### src/hdl/eap_pkg.sv
// shared types, constants and fixed-point helpers for the eased animation progress block
package eap_pkg;

  localparam int OW = 20;
  localparam int PW = 2 * OW;
  localparam int RW = 25;
  localparam int AW = 22;

  localparam logic [0:0] OP_START  = 1'b0;
  localparam logic [0:0] OP_SAMPLE = 1'b1;

  localparam logic [0:0] CFG_ANIM_ENABLE = 1'b0;
  localparam logic [0:0] CFG_SPEED       = 1'b1;

  localparam logic [2:0] MODE_OUT_CUBIC = 3'd1;
  localparam logic [2:0] MODE_OUT_QUART = 3'd2;
  localparam logic [2:0] MODE_BEZ_A     = 3'd3;
  localparam logic [2:0] MODE_BEZ_B     = 3'd4;
  localparam logic [2:0] MODE_BEZ_C     = 3'd5;
  localparam logic [2:0] MODE_BEZ_D     = 3'd6;

  localparam logic [17:0] ONE_Q16 = 18'd65536;
  localparam logic [14:0] PROG_ONE = 15'd16384;
  localparam logic [14:0] PROG_MAX = 15'd32767;

  typedef logic signed [OW-1:0] coef_t;

  // x1, y1, x2, y2 of each curve in q16
  localparam coef_t CURVE [4][4] = '{
    '{20'sd3277,  20'sd45875,  20'sd6554,  20'sd65536},
    '{20'sd19661, 20'sd0,      20'sd52429, 20'sd9830},
    '{20'sd24904, 20'sd79299,  20'sd14418, 20'sd65536},
    '{20'sd27525, 20'sd109445, 20'sd13763, 20'sd58982}
  };

  typedef enum logic [4:0] {
    S_IDLE,
    S_START_DIV,
    S_T_DIV,
    S_EASE_SQ,
    S_EASE_P,
    S_UU,
    S_US,
    S_SS,
    S_X1,
    S_X2,
    S_X3,
    S_X4,
    S_X5,
    S_D1,
    S_D2,
    S_D3,
    S_NEWT_DIV,
    S_DONE
  } state_t;

  // q16 product rounded half away from zero
  function automatic logic signed [RW-1:0] q16_round(input logic signed [PW-1:0] p);
    logic signed [PW-1:0] a;
    a = p[PW-1] ? -p : p;
    a = (a + PW'(32768)) >>> 16;
    return p[PW-1] ? -RW'(a) : RW'(a);
  endfunction

endpackage

### src/hdl/eap_mul.sv
// registered signed multiplier shared by all easing arithmetic
module eap_mul (
  input  logic                              clk,
  input  logic signed [eap_pkg::OW-1:0]     a,
  input  logic signed [eap_pkg::OW-1:0]     b,
  output logic signed [eap_pkg::PW-1:0]     p
);

  always_ff @(posedge clk) begin
    p <= a * b;
  end

endmodule

### src/hdl/eap_div.sv
// restoring unsigned divider, one quotient bit per cycle
module eap_div #(
  parameter int NW = 38,
  parameter int DW = 22
) (
  input  logic          clk,
  input  logic          rst,
  input  logic          start,
  input  logic [NW-1:0] num,
  input  logic [DW-1:0] den,
  output logic          done,
  output logic [NW-1:0] quo
);

  localparam int CW = $clog2(NW + 1);

  logic          busy;
  logic [CW-1:0] cnt;
  logic [DW-1:0] rem;
  logic [DW-1:0] dv;
  logic [DW:0]   rem_sh;
  logic          ge;
  logic [DW:0]   rem_sub;

  assign rem_sh  = {rem, quo[NW-1]};
  assign ge      = rem_sh >= {1'b0, dv};
  assign rem_sub = rem_sh - {1'b0, dv};

  always_ff @(posedge clk) begin
    if (rst) begin
      busy <= 1'b0;
      done <= 1'b0;
      cnt  <= '0;
    end else begin
      done <= 1'b0;
      if (busy) begin
        cnt <= cnt - 1'b1;
        if (cnt == CW'(1)) begin
          busy <= 1'b0;
          done <= 1'b1;
        end
      end else if (start) begin
        busy <= 1'b1;
        cnt  <= CW'(NW);
      end
    end
  end

  always_ff @(posedge clk) begin
    if (busy) begin
      rem <= ge ? rem_sub[DW-1:0] : rem_sh[DW-1:0];
      quo <= {quo[NW-2:0], ge};
    end else if (start) begin
      rem <= '0;
      quo <= num;
      dv  <= den;
    end
  end

endmodule

### src/hdl/eased_animation_progress.sv
// Eased animation progress. A start transfer (op 0) scales nominal_ms by the speed register
// with one division; a disabled start or a sample at or past the end goes straight to the
// result. A sample forms t = elapsed/duration with the same divider, then out-cubic or
// out-quart adds a square and a product on the multiplier. Bezier modes add up to
// NEWTON_STEPS Newton steps, each a pass of multiplies and, unless it converges, one
// division, then the final curve, all on one shared multiplier and one shared divider.
// NW is the larger of 38 and DURATION_BITS+16. One item is processed at a time; the result
// sits in an output register and the next item may be taken while it waits.
module eased_animation_progress #(
  parameter int TIME_BITS     = 40,
  parameter int DURATION_BITS = 20,
  parameter int NEWTON_STEPS  = 8
) (
  input  logic                     clk,
  input  logic                     rst,
  input  logic                     cfg_valid,
  output logic                     cfg_ready,
  input  logic [0:0]               cfg_index,
  input  logic [15:0]              cfg_data,
  input  logic                     in_valid,
  output logic                     in_ready,
  input  logic [0:0]               op,
  input  logic [TIME_BITS-1:0]     now_ms,
  input  logic [15:0]              nominal_ms,
  input  logic [2:0]               ease_mode,
  output logic                     out_valid,
  input  logic                     out_ready,
  output logic [14:0]              progress,
  output logic                     is_active,
  output logic [DURATION_BITS-1:0] scaled_duration
);

  localparam int NW = (DURATION_BITS + 16 > 38) ? DURATION_BITS + 16 : 38;
  localparam int DW = (DURATION_BITS > eap_pkg::AW) ? DURATION_BITS : eap_pkg::AW;
  localparam int SW = NW + 2;
  localparam int IW = $clog2(NEWTON_STEPS + 1);
  localparam int XW = (TIME_BITS > DURATION_BITS) ? TIME_BITS : DURATION_BITS;
  localparam int OW = eap_pkg::OW;
  localparam int AW = eap_pkg::AW;
  localparam int RW = eap_pkg::RW;
  localparam int PW = eap_pkg::PW;

  eap_pkg::state_t state, state_next;
  logic ph;

  logic                     anim_enable;
  logic [15:0]              speed_q8_8;
  logic [TIME_BITS-1:0]     start_time;
  logic [DURATION_BITS-1:0] duration;
  logic [2:0]               mode;
  logic                     running;

  logic [16:0]              t;
  logic signed [17:0]       s;
  logic signed [OW-1:0]     uu, us, ss, tmp, sq;
  logic signed [AW-1:0]     acc, x;
  logic [IW-1:0]            iter;
  logic                     fin;
  logic                     err_neg, dx_neg;
  logic [14:0]              res_prog;
  logic [NW-1:0]            dnum;
  logic [DW-1:0]            dden;

  logic signed [OW-1:0]     mul_a, mul_b;
  logic signed [PW-1:0]     mul_p;
  logic signed [RW-1:0]     qr;
  logic                     div_start, div_done;
  logic [NW-1:0]            quo;

  logic [15:0]              sp;
  logic [TIME_BITS-1:0]     diff_raw, diff;
  logic                     samp_end;
  logic signed [17:0]       u;
  logic [16:0]              inv;
  logic [1:0]               cidx;
  logic signed [AW-1:0]     qa, dx_full, err;
  logic                     newt_stop;
  logic signed [SW-1:0]     s_new;
  logic signed [PW:0]       ease_w;
  logic [DURATION_BITS-1:0] d_clamp;

  function automatic logic [14:0] to_prog(input logic signed [RW-1:0] v);
    logic [RW-1:0] w;
    w = RW'(v + RW'(2)) >> 2;
    if (v[RW-1]) return '0;
    if (w > RW'(eap_pkg::PROG_MAX)) return eap_pkg::PROG_MAX;
    return w[14:0];
  endfunction

  eap_mul u_mul (
    .clk (clk),
    .a   (mul_a),
    .b   (mul_b),
    .p   (mul_p)
  );

  eap_div #(.NW(NW), .DW(DW)) u_div (
    .clk   (clk),
    .rst   (rst),
    .start (div_start),
    .num   (dnum),
    .den   (dden),
    .done  (div_done),
    .quo   (quo)
  );

  assign cfg_ready = 1'b1;
  assign in_ready  = (state == eap_pkg::S_IDLE);

  assign sp       = (speed_q8_8 <= 16'd2) ? 16'd256 : speed_q8_8;
  assign diff_raw = now_ms - start_time;
  assign diff     = diff_raw[TIME_BITS-1] ? '0 : diff_raw;
  assign samp_end = XW'(diff) >= XW'(duration);
  assign u        = $signed(eap_pkg::ONE_Q16) - s;
  assign inv      = 17'(eap_pkg::ONE_Q16 - 18'(t));
  assign cidx     = 2'(mode - eap_pkg::MODE_BEZ_A);
  assign qr       = eap_pkg::q16_round(mul_p);
  assign qa       = AW'(qr);
  assign dx_full  = acc + (qa <<< 1) + qa;
  assign err      = x - AW'($signed({1'b0, t}));
  assign newt_stop = (dx_full == '0) || (err == '0);
  assign s_new    = (err_neg != dx_neg) ? SW'(s) + $signed(SW'(quo))
                                        : SW'(s) - $signed(SW'(quo));
  assign ease_w   = $signed((PW + 1)'(64'h1_0000_8000)) - (PW + 1)'(mul_p);
  assign d_clamp  = (quo == '0) ? DURATION_BITS'(1) :
                    (quo > NW'({DURATION_BITS{1'b1}})) ? {DURATION_BITS{1'b1}} :
                    quo[DURATION_BITS-1:0];

  // next state
  always_comb begin
    state_next = state;
    unique case (state)
      eap_pkg::S_IDLE: begin
        if (in_valid) begin
          if (op == eap_pkg::OP_START) state_next = anim_enable ? eap_pkg::S_START_DIV
                                                                 : eap_pkg::S_DONE;
          else state_next = samp_end ? eap_pkg::S_DONE : eap_pkg::S_T_DIV;
        end
      end
      eap_pkg::S_START_DIV: if (ph && div_done) state_next = eap_pkg::S_DONE;
      eap_pkg::S_T_DIV: begin
        if (ph && div_done) begin
          case (mode) inside
            eap_pkg::MODE_OUT_CUBIC, eap_pkg::MODE_OUT_QUART: state_next = eap_pkg::S_EASE_SQ;
            [eap_pkg::MODE_BEZ_A:eap_pkg::MODE_BEZ_D]:
              state_next = (quo == '0) ? eap_pkg::S_DONE : eap_pkg::S_UU;
            default: state_next = eap_pkg::S_DONE;
          endcase
        end
      end
      eap_pkg::S_EASE_SQ: if (ph) state_next = eap_pkg::S_EASE_P;
      eap_pkg::S_EASE_P:  if (ph) state_next = eap_pkg::S_DONE;
      eap_pkg::S_UU:      if (ph) state_next = eap_pkg::S_US;
      eap_pkg::S_US:      if (ph) state_next = eap_pkg::S_SS;
      eap_pkg::S_SS:      if (ph) state_next = eap_pkg::S_X1;
      eap_pkg::S_X1:      if (ph) state_next = eap_pkg::S_X2;
      eap_pkg::S_X2:      if (ph) state_next = eap_pkg::S_X3;
      eap_pkg::S_X3:      if (ph) state_next = eap_pkg::S_X4;
      eap_pkg::S_X4:      if (ph) state_next = eap_pkg::S_X5;
      eap_pkg::S_X5:      if (ph) state_next = fin ? eap_pkg::S_DONE : eap_pkg::S_D1;
      eap_pkg::S_D1:      if (ph) state_next = eap_pkg::S_D2;
      eap_pkg::S_D2:      if (ph) state_next = eap_pkg::S_D3;
      eap_pkg::S_D3:      if (ph) state_next = newt_stop ? eap_pkg::S_UU : eap_pkg::S_NEWT_DIV;
      eap_pkg::S_NEWT_DIV: if (ph && div_done) state_next = eap_pkg::S_UU;
      eap_pkg::S_DONE:    if (!out_valid || out_ready) state_next = eap_pkg::S_IDLE;
      default:            state_next = eap_pkg::S_IDLE;
    endcase
  end

  // operand selection for the shared units
  always_comb begin
    mul_a     = '0;
    mul_b     = '0;
    div_start = 1'b0;
    unique case (state)
      eap_pkg::S_START_DIV, eap_pkg::S_T_DIV, eap_pkg::S_NEWT_DIV: div_start = !ph;
      eap_pkg::S_EASE_SQ: begin
        mul_a = OW'(inv);
        mul_b = OW'(inv);
      end
      eap_pkg::S_EASE_P: begin
        mul_a = sq;
        mul_b = (mode == eap_pkg::MODE_OUT_CUBIC) ? OW'(inv) : sq;
      end
      eap_pkg::S_UU: begin
        mul_a = OW'(u);
        mul_b = OW'(u);
      end
      eap_pkg::S_US: begin
        mul_a = OW'(u);
        mul_b = OW'(s);
      end
      eap_pkg::S_SS, eap_pkg::S_X5: begin
        mul_a = (state == eap_pkg::S_SS) ? OW'(s) : ss;
        mul_b = OW'(s);
      end
      eap_pkg::S_X1: begin
        mul_a = uu;
        mul_b = OW'(s);
      end
      eap_pkg::S_X2: begin
        mul_a = tmp;
        mul_b = fin ? eap_pkg::CURVE[cidx][1] : eap_pkg::CURVE[cidx][0];
      end
      eap_pkg::S_X3: begin
        mul_a = us;
        mul_b = OW'(s);
      end
      eap_pkg::S_X4: begin
        mul_a = tmp;
        mul_b = fin ? eap_pkg::CURVE[cidx][3] : eap_pkg::CURVE[cidx][2];
      end
      eap_pkg::S_D1: begin
        mul_a = uu;
        mul_b = eap_pkg::CURVE[cidx][0];
      end
      eap_pkg::S_D2: begin
        mul_a = us;
        mul_b = eap_pkg::CURVE[cidx][2] - eap_pkg::CURVE[cidx][0];
      end
      eap_pkg::S_D3: begin
        mul_a = ss;
        mul_b = OW'($signed(eap_pkg::ONE_Q16)) - eap_pkg::CURVE[cidx][2];
      end
      default: begin
      end
    endcase
  end

  // control state
  always_ff @(posedge clk) begin
    if (rst) begin
      state       <= eap_pkg::S_IDLE;
      ph          <= 1'b0;
      out_valid   <= 1'b0;
      anim_enable <= 1'b1;
      speed_q8_8  <= 16'd256;
      start_time  <= '0;
      duration    <= '0;
      mode        <= '0;
      running     <= 1'b0;
    end else begin
      state <= state_next;
      ph    <= (state_next == state);
      if (cfg_valid) begin
        unique case (cfg_index)
          eap_pkg::CFG_ANIM_ENABLE: anim_enable <= cfg_data[0];
          eap_pkg::CFG_SPEED:       speed_q8_8  <= cfg_data;
          default: begin
          end
        endcase
      end
      if (state == eap_pkg::S_DONE && (!out_valid || out_ready)) out_valid <= 1'b1;
      else if (out_ready) out_valid <= 1'b0;
      case (state)
        eap_pkg::S_IDLE: begin
          if (in_valid) begin
            if (op == eap_pkg::OP_START) begin
              start_time <= now_ms;
              mode       <= ease_mode;
              duration   <= '0;
              running    <= 1'b0;
            end else if (samp_end) begin
              running <= 1'b0;
            end
          end
        end
        eap_pkg::S_START_DIV: begin
          if (ph && div_done) begin
            duration <= d_clamp;
            running  <= 1'b1;
          end
        end
        default: begin
        end
      endcase
    end
  end

  // datapath
  always_ff @(posedge clk) begin
    case (state)
      eap_pkg::S_IDLE: begin
        if (in_valid) begin
          if (op == eap_pkg::OP_START) begin
            res_prog <= '0;
            dnum     <= NW'({nominal_ms, 9'b0}) + NW'(sp);
            dden     <= DW'({sp, 1'b0});
          end else begin
            res_prog <= eap_pkg::PROG_ONE;
            dnum     <= NW'({diff[DURATION_BITS-1:0], 16'b0});
            dden     <= DW'(duration);
          end
        end
      end
      eap_pkg::S_T_DIV: begin
        if (ph && div_done) begin
          t        <= quo[16:0];
          s        <= 18'(quo[16:0]);
          iter     <= '0;
          fin      <= 1'b0;
          res_prog <= to_prog(RW'(quo[16:0]));
        end
      end
      eap_pkg::S_EASE_SQ: if (ph) sq <= OW'(qr);
      eap_pkg::S_EASE_P:  if (ph) res_prog <= to_prog(RW'(ease_w >>> 16));
      eap_pkg::S_UU:      if (ph) uu <= OW'(qr);
      eap_pkg::S_US:      if (ph) us <= OW'(qr);
      eap_pkg::S_SS:      if (ph) ss <= OW'(qr);
      eap_pkg::S_X1, eap_pkg::S_X3: if (ph) tmp <= OW'(qr);
      eap_pkg::S_X2, eap_pkg::S_D1: if (ph) acc <= (qa <<< 1) + qa;
      eap_pkg::S_X4:      if (ph) acc <= acc + (qa <<< 1) + qa;
      eap_pkg::S_X5: begin
        if (ph) begin
          x        <= acc + qa;
          res_prog <= to_prog(RW'(acc + qa));
        end
      end
      eap_pkg::S_D2:      if (ph) acc <= acc + (qa <<< 2) + (qa <<< 1);
      eap_pkg::S_D3: begin
        if (ph) begin
          if (newt_stop) fin <= 1'b1;
          err_neg <= err[AW-1];
          dx_neg  <= dx_full[AW-1];
          dnum    <= NW'({(err[AW-1] ? -err : err), 16'b0});
          dden    <= DW'(dx_full[AW-1] ? -dx_full : dx_full);
        end
      end
      eap_pkg::S_NEWT_DIV: begin
        if (ph && div_done) begin
          if (s_new < 0) s <= '0;
          else if (s_new > SW'($signed(eap_pkg::ONE_Q16))) s <= $signed(eap_pkg::ONE_Q16);
          else s <= 18'(s_new);
          iter <= iter + 1'b1;
          if (iter == IW'(NEWTON_STEPS - 1)) fin <= 1'b1;
        end
      end
      eap_pkg::S_DONE: begin
        if (!out_valid || out_ready) begin
          progress        <= res_prog;
          is_active       <= running;
          scaled_duration <= duration;
        end
      end
      default: begin
      end
    endcase
  end

endmodule

### config.mk
export PLATFORM = sky130hd
export DESIGN_NAME = eased_animation_progress
export DESIGN_NICKNAME = d
export VERILOG_FILES = /design/src/hdl/eap_pkg.sv /design/src/hdl/eap_mul.sv /design/src/hdl/eap_div.sv /design/src/hdl/eased_animation_progress.sv
export SDC_FILE = /design/constraint.sdc
export NUM_CORES = 2
export LEC_CHECK = 0
export ABC_AREA = 1
export BUFFER_PORTS_ARGS = -buffer_cell sky130_fd_sc_hd__buf_2
export CELL_PAD_IN_SITES_DETAIL_PLACEMENT = 1
export CELL_PAD_IN_SITES_GLOBAL_PLACEMENT = 1
export CORE_UTILIZATION = 53
export CTS_BUF_LIST = sky130_fd_sc_hd__clkbuf_4 sky130_fd_sc_hd__clkbuf_8 sky130_fd_sc_hd__clkbuf_16
export CTS_CLUSTER_DIAMETER = 100
export DETAILED_ROUTE_END_ITERATION = 8
export PLACE_DENSITY_LB_ADDON = 0.1
export RECOVER_POWER = 50
export REMOVE_ABC_BUFFERS = 1
export SLEW_MARGIN = 15
export SYNTH_ARGS = -nofsm -noshare
export SYNTH_HDL_FRONTEND = slang
export SYNTH_HIERARCHICAL = 1
export SYNTH_SLANG_ARGS = --single-unit
### constraint.sdc
create_clock -name clk -period 20.6 [get_ports clk]
set_clock_uncertainty 0.05 [all_clocks]
set_input_delay 4.12 -clock clk [delete_from_list [all_inputs] [get_ports clk]]
set_output_delay 4.12 -clock clk [all_outputs]
set_load 0.03 [all_outputs]
==> flow_summary.ini <==
[critical_path]
r2r-start = u_mul/p[39]$_DFF_P_
critPathRequiredTime_ns = 20.89
crit_path_end = dden[20]$_SDFFCE_PN0P_
cp-start-kind = register
crit_start = u_mul/p[39]$_DFF_P_
ff2ff_setup_slack_ns = 9.92
critical_path_class = reg2reg
path_max_fanout = 59
arrival_ns = 10.97
critPathMostFrequentCell = nand2_1
r2r_cells = 29
critPathCaptureType = register
cpMaxStageDelayCell = clkbuf_1
r2r-end = dden[20]$_SDFFCE_PN0P_
max_stage_delay_ns = 1.77

[synth]
synth-seq-cells = 515
synth_edf_count = 379
ys.flop_type = edfxtp_1
synthMuxAreaShare = 0
ys_seq_area_frac = 0.245
synthesis.area_per_instance_um2 = 7.42
yosysWarnings = 6
synth_area_um2 = 57600
synth_adder_area_share = 0.239
synth-compound-area-share = 0.106
synth-xor-area-share = 0.0468
synth_cells = 7772
ys_types = 82
yosys.area_share.simple = 0.242
async_reset_ff_frac = 0
synth_top_family_by_area = simple AND/OR/NAND/NOR gates

[sta]
maxSlewHeadroom = -0.650
finalCritPeriodShare = 0.518
hold_viol = 0
max_freq_mhz = 93.6
period_needed_ns = 10.68
rsz0062_at_grt = no
finalSetupViolCount = 0
maxSlewViolCount = 238
fin_tns_setup_ns = 0
tightest_slew_ns = 2.47

[grt]
grt_overflow = 0
antenna_found_initial = 20
grtUsageMet2 = 0.656
grt_pass1_wl_mm = 347
use_met1 = 0.543
grt_max_degree = 84
use_met3 = 0.0850
busiest_layer = met2
grt_pass1_vias = 58000
grt_usage = 0.411

[floorplanning]
fp.dieH_um = 332
die_w_um = 332
dieArea_um2 = 110000
coreArea_um2 = 108000
std_cell_rows = 120
boundaryPins = 121
start_util = 0.536

[routing]
antenna_left = 0
wl_per_cell_um = 24.6
routed_wl_mm = 228
drt_iter0_markers = 5418
first_pass_iters = 5
vias = 55200
drc = 0
via_per_inst = 5.94

[clocking]
clk_path_buf_depth = 3
cts_root_buf = clkbuf_16
htreeDepth = 2
cts_resized = 0
ctsHoldBuffers = 0
clock_sinks = 515
cts_tree = yes
insertion_delay_ns = 0.68
cts_buffers = 58
postCtsSetupBuffers = 0
clk_pin_slew_ns = 0.06

[power]
power.total_w = 0.00347
powerDensity_nw_per_um2 = 56.2
ir_drop_mv = 0.0712
p_leak_nw = 31.7

[finish]
nNetsFinal = 8728
areaGrowthSynthToFinish_pct = 7.13
drive_above_1_share = 0.0678

[placed_design]
routabilityCongestion = 1.02
numPortBuffers = 119
dp_hpwl_mm = 182

[outcome]
status = finished, violations left
violations = max-capacitance violations, max-slew violations

[job]
maxCapViolCount = 8

[worst_hold_path]
hp-class = reg2reg
layer usage:
layer | part of all wire | vias up
met3 | 0.094 | 574
met4 | 0.046 | 8
met1 | 0.41 | 27600
met5 | 0.00024 | -
li1 | - | 24600
met2 | 0.45 | 2497
critical path, delay by kind of cell, from the launching register on:
kind            cells  cell delay, ns
buf+inv             5            2.74
simple gates       13            2.47
fa+ha+maj           5            2.47
compound gates      5            1.71
xor+xnor            1            0.53
flops               1            0.34
power breakdown:
| group | internal, W | total [W] | leakage, nW | switching (W) |
|---|---|---|---|---|
| sequential | 0.00124 | 0.00134 | 4.70 | 0.0000928 |
| clock | 0.000645 | 0.00113 | 0.996 | 0.000489 |
| combinational | 0.000306 | 0.000999 | 26.0 | 0.000693 |
synth_stat cells, types with 25 or more instances:
cell,number,share of area
xnor2_1,80,0.012
nor2_1,647,0.042
nand2_2,62,0.0067
a31oi_1,26,0.0028
nand3_1,341,0.030
edfxtp_1,379,0.20
a21oi_1,410,0.036
inv_1,1594,0.10
nor4_1,27,0.0029
nor2_2,40,0.0043
ha_1,350,0.076
inv_2,25,0.0016
o21ai_1,45,0.0039
xor2_1,207,0.031
o211ai_1,37,0.0048
o21ai_0,310,0.027
nand4_1,74,0.0080
nor3_1,98,0.0085
nand2_1,1830,0.12
or2_2,26,0.0028
fa_1,468,0.16
clkbuf_1,182,0.012
o21bai_1,28,0.0036
a221oi_1,26,0.0040
dfxtp_1,136,0.047
through the flow:
stage                     hold WS, ns  utilization  worst slack (ns)  std cells  cell area, µm²
after CTS                       0.364        0.577             10.46       9280           62000
final                           0.370        0.574              9.92       9289           61700
after detailed placement        0.360        0.558             10.54       9170           59900
after global placement          0.352        0.557             10.86       9170           59900
after floorplan                 0.350            -             10.93       7559           56700
after global routing            0.375        0.574              9.29       9288           61700
final cells by class:
type	instances	area, µm²
Clock inverter	38	417
Multi-Input combinational cell	5414	36500
Clock buffer	72	1630
Fill cell	13900	45800
Antenna cell	8	20.0
Inverter	1630	6120
Timing Repair Buffer	209	1180
Sequential cell	515	14100
Tap cell	1403	1760
layout by cell type (no fill, tap or decap), types with 26 or more instances in the layout:
| cell | n |
|---|---|
| nand2_1 | 1840 |
| inv_1 | 1597 |
| nor2_1 | 643 |
| fa_1 | 468 |
| a21oi_1 | 409 |
| edfxtp_1 | 379 |
| ha_1 | 350 |
| nand3_1 | 342 |
| o21ai_0 | 314 |
| xor2_1 | 213 |
| dfxtp_1 | 136 |
| buf_2 | 118 |
| nor3_1 | 98 |
| xnor2_1 | 80 |
| nand4_1 | 75 |
| buf_4 | 65 |
| clkbuf_16 | 62 |
| nand2_2 | 53 |
| nor2_2 | 44 |
| o21ai_1 | 43 |
| o211ai_1 | 37 |
| o21bai_1 | 28 |
| nor4_1 | 27 |
| a31oi_1 | 26 |
| or2_2 | 26 |
| a221oi_1 | 26 |
sequential cells by signal (all words and copies together) (netlist names), 22 cells and up:
register and count:
dnum 38, start_time 40, acc 22, u_div/dv 22, x 22, dden 22
u_div/rem 22, u_div/quo 38, u_mul/p 40
worst min-delay path by stage:
stage | from | to | cells past startpoint
6_report | dden[18]$_DFFE_PP_ | u_div/dv[18]$_DFFE_PP_ | 0
5_1_grt | dden[12]$_DFFE_PP_ | u_div/dv[12]$_DFFE_PP_ | 0
4_1_cts | dden[12]$_DFFE_PP_ | u_div/dv[12]$_DFFE_PP_ | 0
3_5_place_dp | dden[18]$_DFFE_PP_ | u_div/dv[18]$_DFFE_PP_ | 0
3_3_place_gp | dden[10]$_DFFE_PP_ | u_div/dv[10]$_DFFE_PP_ | 0
2_1_floorplan | res_prog[0]$_DFFE_PP_ | progress[0]$_DFFE_PP_ | 0
kinds of logic (layout without fill, tap and decap cells):
logic type | count (synthesis) | after routing
and+or+nand+nor | 3248 | 3248
AOI/OAI and AO/OA | 1051 | 1051
DFF | 515 | 515
adders and majority gates | 818 | 818
xor gates and xnor gates | 295 | 295
other | 2 | 10
buffers and inverters | 1843 | 1949
(Power assumes the default switching activity.)
